===== src/hw/rtl/upc_pkg.sv =====
// Package for the URI path check: character codes, window type and position limits.
// No dependencies; used by upc_match and uri_path_paranoid_check.
package upc_pkg;

  localparam logic [7:0] CH_NUL   = 8'h00;
  localparam logic [7:0] CH_PCT   = 8'h25;
  localparam logic [7:0] CH_TWO   = 8'h32;
  localparam logic [7:0] CH_LOWE  = 8'h65;
  localparam logic [7:0] CH_UPE   = 8'h45;
  localparam logic [7:0] CH_ZERO  = 8'h30;
  localparam logic [7:0] CH_LOWF  = 8'h66;
  localparam logic [7:0] CH_UPF   = 8'h46;
  localparam logic [7:0] CH_DOT   = 8'h2E;
  localparam logic [7:0] CH_SLASH = 8'h2F;

  localparam int WIN_DEPTH = 4;
  localparam int POS_W     = 3;
  localparam logic [POS_W-1:0] POS_MAX = 3'd7;

  // entry 0 holds the newest byte
  typedef logic [WIN_DEPTH-1:0][7:0] window_t;
  typedef logic [POS_W-1:0] pos_t;

endpackage


===== src/hw/rtl/upc_match.sv =====
// Pattern matcher: flags a suspicious sequence formed by the current byte,
// the window of the last four bytes and the position in the string. Uses upc_pkg.
module upc_match import upc_pkg::*; (
  input  logic [7:0] char_in,
  input  window_t    win,
  input  pos_t       pos,
  output logic       hit
);

  logic [7:0] b1, b2, b3, b4;
  logic       c_e, c_f, c_eos, b_enc;
  logic       hit_enc;

  always_comb begin
    b1 = win[0];
    b2 = win[1];
    b3 = win[2];
    b4 = win[3];
    c_e   = (char_in == CH_LOWE) || (char_in == CH_UPE);
    c_f   = (char_in == CH_LOWF) || (char_in == CH_UPF);
    c_eos = (char_in == CH_NUL) || (char_in == CH_SLASH);
    b_enc = (b1 == CH_TWO) && (b2 == CH_PCT);

    hit_enc = c_e && b_enc &&
              ((b3 == CH_SLASH) ||
               ((b3 == CH_DOT) && (b4 == CH_SLASH)) ||
               (pos == 3'd2) ||
               ((pos == 3'd3) && (b3 == CH_DOT)));

    hit = hit_enc ||
          ((char_in == CH_ZERO) && (b1 == CH_ZERO) && (b2 == CH_PCT)) ||
          (c_f && b_enc) ||
          ((char_in == CH_SLASH) && (b1 == CH_SLASH)) ||
          ((b2 == CH_SLASH) && (b1 == CH_DOT) && (c_eos || (char_in == CH_DOT))) ||
          ((pos == 3'd1) && (b1 == CH_DOT) && c_eos) ||
          ((pos == 3'd2) && (b2 == CH_DOT) && (b1 == CH_DOT) && c_eos);
  end

endmodule


===== src/hw/rtl/uri_path_paranoid_check.sv =====
// Top level of the streaming URI path check: window state, sticky reject flag
// and output register. Uses upc_pkg and upc_match.
//
// Usage:
//   Input channel in_*: one path byte per beat in in_tdata; a zero byte ends
//   the string. Output channel out_*: one verdict beat per terminator,
//   out_tdata[0] = 1 when the path passed every check, 0 when rejected.
//   Non-terminator bytes produce no output beat.
//   Throughput: one byte per cycle while no untaken verdict is held; each byte
//   is matched against the four-byte window and position combinationally
//   between the state registers and the output register.
//   Latency: the verdict appears on out_tvalid the cycle after the
//   terminator beat is accepted.
//   Stall: the output register holds its verdict until out_tready; while it
//   holds an untaken verdict, in_tready is low. Input bytes are accepted
//   whenever the output register is empty or being drained the same cycle.
//   Reset: synchronous, active low; clears the window, position count,
//   reject flag and output valid. in_tready is low while rst_n is low; the
//   first byte can be accepted as soon as rst_n goes high.
module uri_path_paranoid_check import upc_pkg::*; (
  input  logic       clk,
  input  logic       rst_n,
  input  logic       in_tvalid,
  output logic       in_tready,
  input  logic [7:0] in_tdata,   // [7:0] char_in
  output logic       out_tvalid,
  input  logic       out_tready,
  output logic [7:0] out_tdata   // [0] path_ok, [7:1] zero
);

  window_t win_r, win_nxt;
  pos_t    pos_r, pos_nxt;
  logic    rej_r, rej_nxt;
  logic    out_valid_r, out_valid_nxt;
  logic    path_ok_r, path_ok_nxt;
  logic    in_fire, is_end, hit;

  upc_match u_match (
    .char_in (in_tdata),
    .win     (win_r),
    .pos     (pos_r),
    .hit     (hit)
  );

  assign in_tready  = rst_n && (!out_valid_r || out_tready);
  assign in_fire    = in_tvalid && in_tready;
  assign is_end     = (in_tdata == CH_NUL);
  assign out_tvalid = out_valid_r;
  assign out_tdata  = {7'd0, path_ok_r};

  always_comb begin
    win_nxt       = win_r;
    pos_nxt       = pos_r;
    rej_nxt       = rej_r;
    path_ok_nxt   = path_ok_r;
    out_valid_nxt = out_valid_r && !out_tready;
    if (in_fire) begin
      if (is_end) begin
        win_nxt       = '0;
        pos_nxt       = '0;
        rej_nxt       = 1'b0;
        path_ok_nxt   = !(rej_r || hit);
        out_valid_nxt = 1'b1;
      end else begin
        win_nxt = {win_r[WIN_DEPTH-2:0], in_tdata};
        rej_nxt = rej_r || hit;
        if (pos_r != POS_MAX) begin
          pos_nxt = pos_r + pos_t'(1);
        end
      end
    end
  end

  always_ff @(posedge clk) begin
    if (!rst_n) begin
      win_r       <= '0;
      pos_r       <= '0;
      rej_r       <= 1'b0;
      out_valid_r <= 1'b0;
    end else begin
      win_r       <= win_nxt;
      pos_r       <= pos_nxt;
      rej_r       <= rej_nxt;
      out_valid_r <= out_valid_nxt;
    end
  end

  always_ff @(posedge clk) begin
    path_ok_r <= path_ok_nxt;
  end

  a_end_clears: assert property (@(posedge clk) disable iff (!rst_n)
    (in_fire && is_end) |=> (pos_r == '0) && !rej_r && (win_r == '0))
    else $error("state not cleared after terminator");

  a_end_emits: assert property (@(posedge clk) disable iff (!rst_n)
    (in_fire && is_end) |=> out_valid_r)
    else $error("terminator did not produce a verdict");

  a_start_window_empty: assert property (@(posedge clk) disable iff (!rst_n)
    (pos_r == '0) |-> (win_r == '0) && !rej_r)
    else $error("window not empty at start of string");

  a_hold_blocks_input: assert property (@(posedge clk) disable iff (!rst_n)
    (out_valid_r && !out_tready) |-> !in_tready)
    else $error("input taken while verdict is stalled");

  a_byte_no_verdict: assert property (@(posedge clk) disable iff (!rst_n)
    (in_fire && !is_end && !out_valid_r) |=> !out_valid_r)
    else $error("verdict produced without terminator");

endmodule

===== config.mk =====
export PLATFORM = sky130hd
export DESIGN_NAME = uri_path_paranoid_check
export DESIGN_NICKNAME = d
export VERILOG_FILES = /design/src/hw/rtl/upc_pkg.sv /design/src/hw/rtl/upc_match.sv /design/src/hw/rtl/uri_path_paranoid_check.sv
export SDC_FILE = /design/constraint.sdc
export NUM_CORES = 1
export LEC_CHECK = 0
export BUFFER_PORTS_ARGS = -buffer_cell sky130_fd_sc_hd__buf_2
export CORE_UTILIZATION = 57
export CTS_CLUSTER_SIZE = 20
export DETAILED_ROUTE_END_ITERATION = 6
export GPL_ROUTABILITY_DRIVEN = 0
export PLACE_DENSITY = 0.84
export REMOVE_ABC_BUFFERS = 1
export SYNTH_ARGS = -nofsm -noshare
export SYNTH_HDL_FRONTEND = slang
export SYNTH_SLANG_ARGS = --single-unit

===== constraint.sdc =====
create_clock -name clk -period 2.2 [get_ports clk]
set_input_delay 0.11 -clock clk [delete_from_list [all_inputs] [get_ports clk]]
set_output_delay 0.11 -clock clk [all_outputs]
set_load 0.005 [all_outputs]

Word-level counts from Yosys, hierarchy flattened

Index checks and enable logic that the tools add are counted.

$add $sub $neg: 1
Equality and inequality tests: 21
Divide/modulo/power cells: 0
$lt $le $gt $ge: 0
$mul: 0
Multiplexer cells: 6
Reductions and logical operators: 41
Bitwise operators: 0
Shifts and indexed selects: 0

Operator list:

| operator                                             | number |
|---|---|
| equality test 8 x 6 -> 1 bit (second input constant) | 13 |
| equality test 8 x 7 -> 1 bit (second input constant) | 4 |
| two-way mux 32 bit                                   | 1 |
| logical AND 1 bit                                    | 19 |
| logical OR 1 bit                                     | 15 |
| logical NOT 8 bit                                    | 1 |
| equality test 3 x 2 -> 1 bit (second input constant) | 2 |
| two-way mux 3 bit                                    | 2 |
| AND reduction 2 bit                                  | 2 |
| adder 3 x 1 -> 3 bit (second input constant)         | 1 |
| equality test 3 x 1 -> 1 bit (second input constant) | 1 |
| logical NOT 1 bit                                    | 3 |
| two-way mux 1 bit                                    | 3 |
| inequality test 3 bit (second input constant)        | 1 |
| nonzero test 2 bit                                   | 1 |

Latch bits: 0
Bits in writable memories: 0
Memory bits (read-only): 0
Output and inout bits: 10
Flip-flop bits (word level): 38
Memories kept: 0

Logic depth before layout (Yosys ltp)

Depth after elaboration: 14
Gate-level depth with buffers: 7
Gate-level depth less buffers: 7

Cells and area by module

A second synthesis with hierarchy kept.

Cell total of the unflattened synthesis: 178
Area total of the unflattened synthesis: 1759.2 um^2

By module, submodules not included:

| module                  | instances | area each (um^2) | cells an instance |
|---|---|---|---|
| uri_path_paranoid_check | 1         | 1462.7           | 138 |
| upc_match               | 1         | 296.5            | 40 |

Worst setup path after synthesis

No wires, ideal clock.

Path kind: register -> register
From: register win_r[5] in the netlist's numbering
To: register path_ok_r, data pin
Clock period less this slack: 1.527 ns
Setup slack: 0.673 ns
Arrival time: 1.272 ns
Cell stages (with the launch flop): 6
Path through: dfxtp_1 > nor3b_1 > nand4b_1 > a2111oi_2 > nand2_1 > and3_1

Word-level cells in the longest chain between the ends: 12

Ends and longest elaborated chain:

| what                           | RTL line                      | text |
|---|---|---|
| start: declaration             | uri_path_paranoid_check.sv:31 | `window_t win_r, win_nxt;` |
| start signal: assignment       | uri_path_paranoid_check.sv:81 | `win_r <= win_nxt;` |
| equality test 8 x 6 -> 1 bit   | upc_match.sv:22               | `b_enc = (b1 == CH_TWO) && (b2 == CH_PCT);` |
| logical AND 1 bit              | upc_match.sv:22               |  |
| logical AND 1 bit (2 in a row) | upc_match.sv:24               | `hit_enc = c_e && b_enc &&` |
| logical OR 1 bit               | upc_match.sv:30               | `hit = hit_enc \|\|` |
| logical OR 1 bit               | upc_match.sv:31               | `((char_in == CH_ZERO) && (b1 == CH_ZERO) && (b2 == CH_PCT)) \|\|` |
| logical OR 1 bit               | upc_match.sv:32               | `(c_f && b_enc) \|\|` |
| logical OR 1 bit               | upc_match.sv:33               | `((char_in == CH_SLASH) && (b1 == CH_SLASH)) \|\|` |
| logical OR 1 bit               | upc_match.sv:34               | `((b2 == CH_SLASH) && (b1 == CH_DOT) && (c_eos \|\| (char_in == CH_DOT))) \|\|` |
| logical OR 1 bit *             | upc_match.sv:35               | `((pos == 3'd1) && (b1 == CH_DOT) && c_eos) \|\|` |
| logical OR 1 bit *             | uri_path_paranoid_check.sv:62 | `path_ok_nxt = !(rej_r \|\| hit);` |
| logical NOT 1 bit *            | uri_path_paranoid_check.sv:62 |  |
| end signal: assignment         | uri_path_paranoid_check.sv:89 | `path_ok_r <= path_ok_nxt;` |
| end: declaration               | uri_path_paranoid_check.sv:35 | `logic path_ok_r, path_ok_nxt;` |

Every way passes the cells marked *; elsewhere a longest branch is shown, timed or not.
A chain may end at the register's enable or synchronous reset.

Worst setup path in the final report

From: register out_valid_r, in the netlist out_tvalid
To: register pos_r[0]

Word-level cells in the longest chain between the ends: 5

Ends and longest elaborated chain:

| what                          | RTL line                      | text |
|---|---|---|
| start: declaration            | uri_path_paranoid_check.sv:34 | `logic out_valid_r, out_valid_nxt;` |
| start signal: assignment      | uri_path_paranoid_check.sv:84 | `out_valid_r <= out_valid_nxt;` |
| logical NOT 1 bit             | uri_path_paranoid_check.sv:45 | `assign in_tready = rst_n && (!out_valid_r \|\| out_tready);` |
| logical OR 1 bit              | uri_path_paranoid_check.sv:45 |  |
| logical AND 1 bit             | uri_path_paranoid_check.sv:45 |  |
| logical AND 1 bit             | uri_path_paranoid_check.sv:46 | `assign in_fire = in_tvalid && in_tready;` |
| AND reduction 2 bit (no line) | -                             |  |
| end signal: assignment        | uri_path_paranoid_check.sv:82 | `pos_r <= pos_nxt;` |
| end: declaration              | uri_path_paranoid_check.sv:32 | `pos_t pos_r, pos_nxt;` |

Every way passes these cells.

==> flow_summary.yaml <==
worst_setup_path:
  critPathArrivalTime_ns: 2.09
  crit_slowest_cell: "a21oi_2"
  worstPathCellList: "nand2b_1 > nand3_1 > a21oi_2 > a22oi_1 > nor2b_1"
  r2r-start: "out_tvalid"
  cp-start-kind: "flop"
  worst-r2r-cell-count: 5
  critPathKind: "flop to flop"
  end_kind: "flop"
  cp_top_family: "compound AO/OA/AOI/OAI gates"
  cp.required_ns: 2.50
  rrSetupSlack_ns: 0.40
  slowest_delay_ns: 0.83
  rr_endpoint: "pos_r[0]"
  cp_max_fo: 26
  path_buf_inv: 0
run:
  drv_cap: 0
floorplan:
  ios: 22
  start_util: 0.598
  core_area_sq_mm: 0.00303
  die_w_microns: 58.3
  die_area_sq_mm: 0.00340
  num_rows: 20
  die_h_microns: 58.3
timing:
  drv_slew: 0
  min_period_ns: 1.80
  rsz0062_at_grt: "no"
  worst_pin_slew_ns: 1.13
  fmax_ghz: 0.556
  skew_ns: 0.00176
  fin_crit_sh: 0.818
  finalHoldViolCount: 0
  worst_slack_ns: 0.401
  setup_viol: 0
  slew_headroom: 0.247
  setup_tns_ns: 0
clock_network:
  cts_hold_repair.buffers: 0
  cts.sinks: 38
  cts_buffers: 5
  cts_setup_buffers: 0
  root_buffer: "clkbuf_4"
  cts_resized: 0
  cts_max_level: 2
  cts_max_path_buffers: 2
  cts_tree: "built"
  clk_pin_slew_ns: 0.12
  clk_latency_ns: 0.35
placement:
  io_buffers: 14
  hpwl_mm: 2.67
  pre_cts_ws_ns: 0.459
worst_hold_path:
  min_from: "in_tdata[5]"
  hold_depth: 3
  min_path_type: "input pin to flop"
  holdPathEnd: "win_r[5]"
synth:
  yosys.cell_types.count: 36
  yosysSeqAreaShare: 0.426
  synth_area_leaders: "dfxtp_1 41%, a22oi_1 11%, nor2b_1 9.7%, nand2_1 3.9%, nand3_1 3.6%"
  synth.most_common_cell: "dfxtp_1"
  synth_top_cell_area_share: 0.409
  async_flop_share: 0
  syn_area_per_cell_sq_um: 9.05
  yosys-top-cells-count: "37 x dfxtp_1, 28 x nor2b_1, 26 x a22oi_1"
  ys.flop_type: "dfxtp_1"
  yosys_warnings: 0
  synth_edf_count: 1
  synth_area_sq_mm: 0.00181
  ys_seq_elements: 38
  synthCells: 200
  yosysTopAreaCell: "dfxtp_1"
route:
  drc_errors: 0
  drtPass1Iterations: 4
  drt_iter0_drc: 55
  routedWlPerCell_microns: 14.8
  drtAntennaViolNets: 0
  via_count: 1486
  vias_per_cell: 5.80
  routed_wl_mm: 3.80
power_and_ir_drop:
  p_total_w: 0.00142
  power.leakage_nw: 0.722
  irDropWorstVdd_v: 0.000463
  p_per_area_mw_per_mm2: 718
final_layout:
  drive_above_1_share: 0.142
  syn2layout_area_growth_pct: 9.27
  utilization: 0.653
  n_antenna_cell: 0
  final_net_count: 228
outcome:
  status: "finished clean"
global_route:
  grt.total_usage: 0.250
  antenna_found_initial: 0
  grt_pass1_wl_mm: 6.31
  grt_max_degree: 36
  overflow: 0
  grt_pass1_vias: 1382
worst max-delay path by stage:
stage	startpoint	to	slack, ns	depth (start not counted)
finish	out_tvalid	pos_r[0]	0.40	5
global route	out_tvalid	win_r[26]	0.18	5
CTS	out_tvalid	win_r[17]	0.43	5
detailed placement	out_tvalid	win_r[17]	0.46	5
global placement	win_r[5]	path_ok_r	0.51	5
floorplan	out_tvalid	pos_r[0]	-0.03	5
metrics by stage:
step / instances / hold WS [ns] / cell area, sq um
floorplan: 188 / 0.209 / 1730
global route: 256 / 0.0176 / 1980
detailed placement: 248 / 0.391 / 1870
global placement: 248 / 0.377 / 1870
finish: 256 / 0.0217 / 1980
CTS: 256 / 0.0154 / 1980
layer usage:
| layer | vias to the layer above | global-route usage | share of wire |
|---|---|---|---|
| li1 | 728 | - | - |
| met1 | 691 | 0.304 | 0.41 |
| met2 | 57 | 0.424 | 0.50 |
| met3 | 10 | 0.0615 | 0.067 |
| met4 | 0 | 0.105 | 0.021 |
| met5 | - | 0 | 0 |
registers in the layout, indices dropped and copies added, names as in the netlist:
name        flops
win_r          32
pos_r           3
out_tvalid      1
path_ok_r       1
rej_r           1
worst register-to-register path, stage by stage (launching register included):
cell,delay (ns)
dfxtp_1,0.33
nand2b_1,0.11
nand3_1,0.13
a21oi_2,0.83
a22oi_1,0.19
nor2b_1,0.15
final cells by class:
type	instances	area (sq um)
Clock buffer	7	76.3
Clock inverter	1	30.0
Fill cell	271	1050
Inverter	6	22.5
Multi-Input combinational cell	144	937
Sequential cell	38	771
Tap cell	44	55.1
Timing Repair Buffer	16	85.1
report_power, final:
part           switching (W)  leakage [nW]  internal, W
clock               0.000241        0.0567     0.000339
combinational      0.0000689         0.353    0.0000438
sequential         0.0000185         0.312     0.000709
total               0.000329         0.722      0.00109
cells by family (layout without fill, tap and decap cells):
family          count (synthesis)  in the layout  synth area share
flops                          38             38             0.426
fa+ha+maj                       5              5            0.0346
buf+inv                        24             30            0.0685
compound gates                 40             40             0.165
simple gates                   92             92             0.304
other cells                     1              7           0.00207
cells in the final DEF (no fill, tap or decap), drive strengths merged, types with 2 or more instances in the layout:
| cell | instances |
|---|---|
| nor4b | 5 |
| nand2 | 20 |
| and3 | 3 |
| a31oi | 3 |
| dfxtp | 37 |
| ha | 5 |
| o21ai | 2 |
| nor2 | 4 |
| conb | 7 |
| nand3 | 13 |
| nor2b | 28 |
| or3 | 2 |
| a21oi | 2 |
| a22oi | 26 |
| nor3b | 2 |
| a21boi | 3 |
| clkbuf | 7 |
| inv | 6 |
| nor4 | 3 |
| nand4 | 4 |
| buf | 16 |
| nor3 | 3 |
Note: power is estimated with default switching activity, not from simulation.
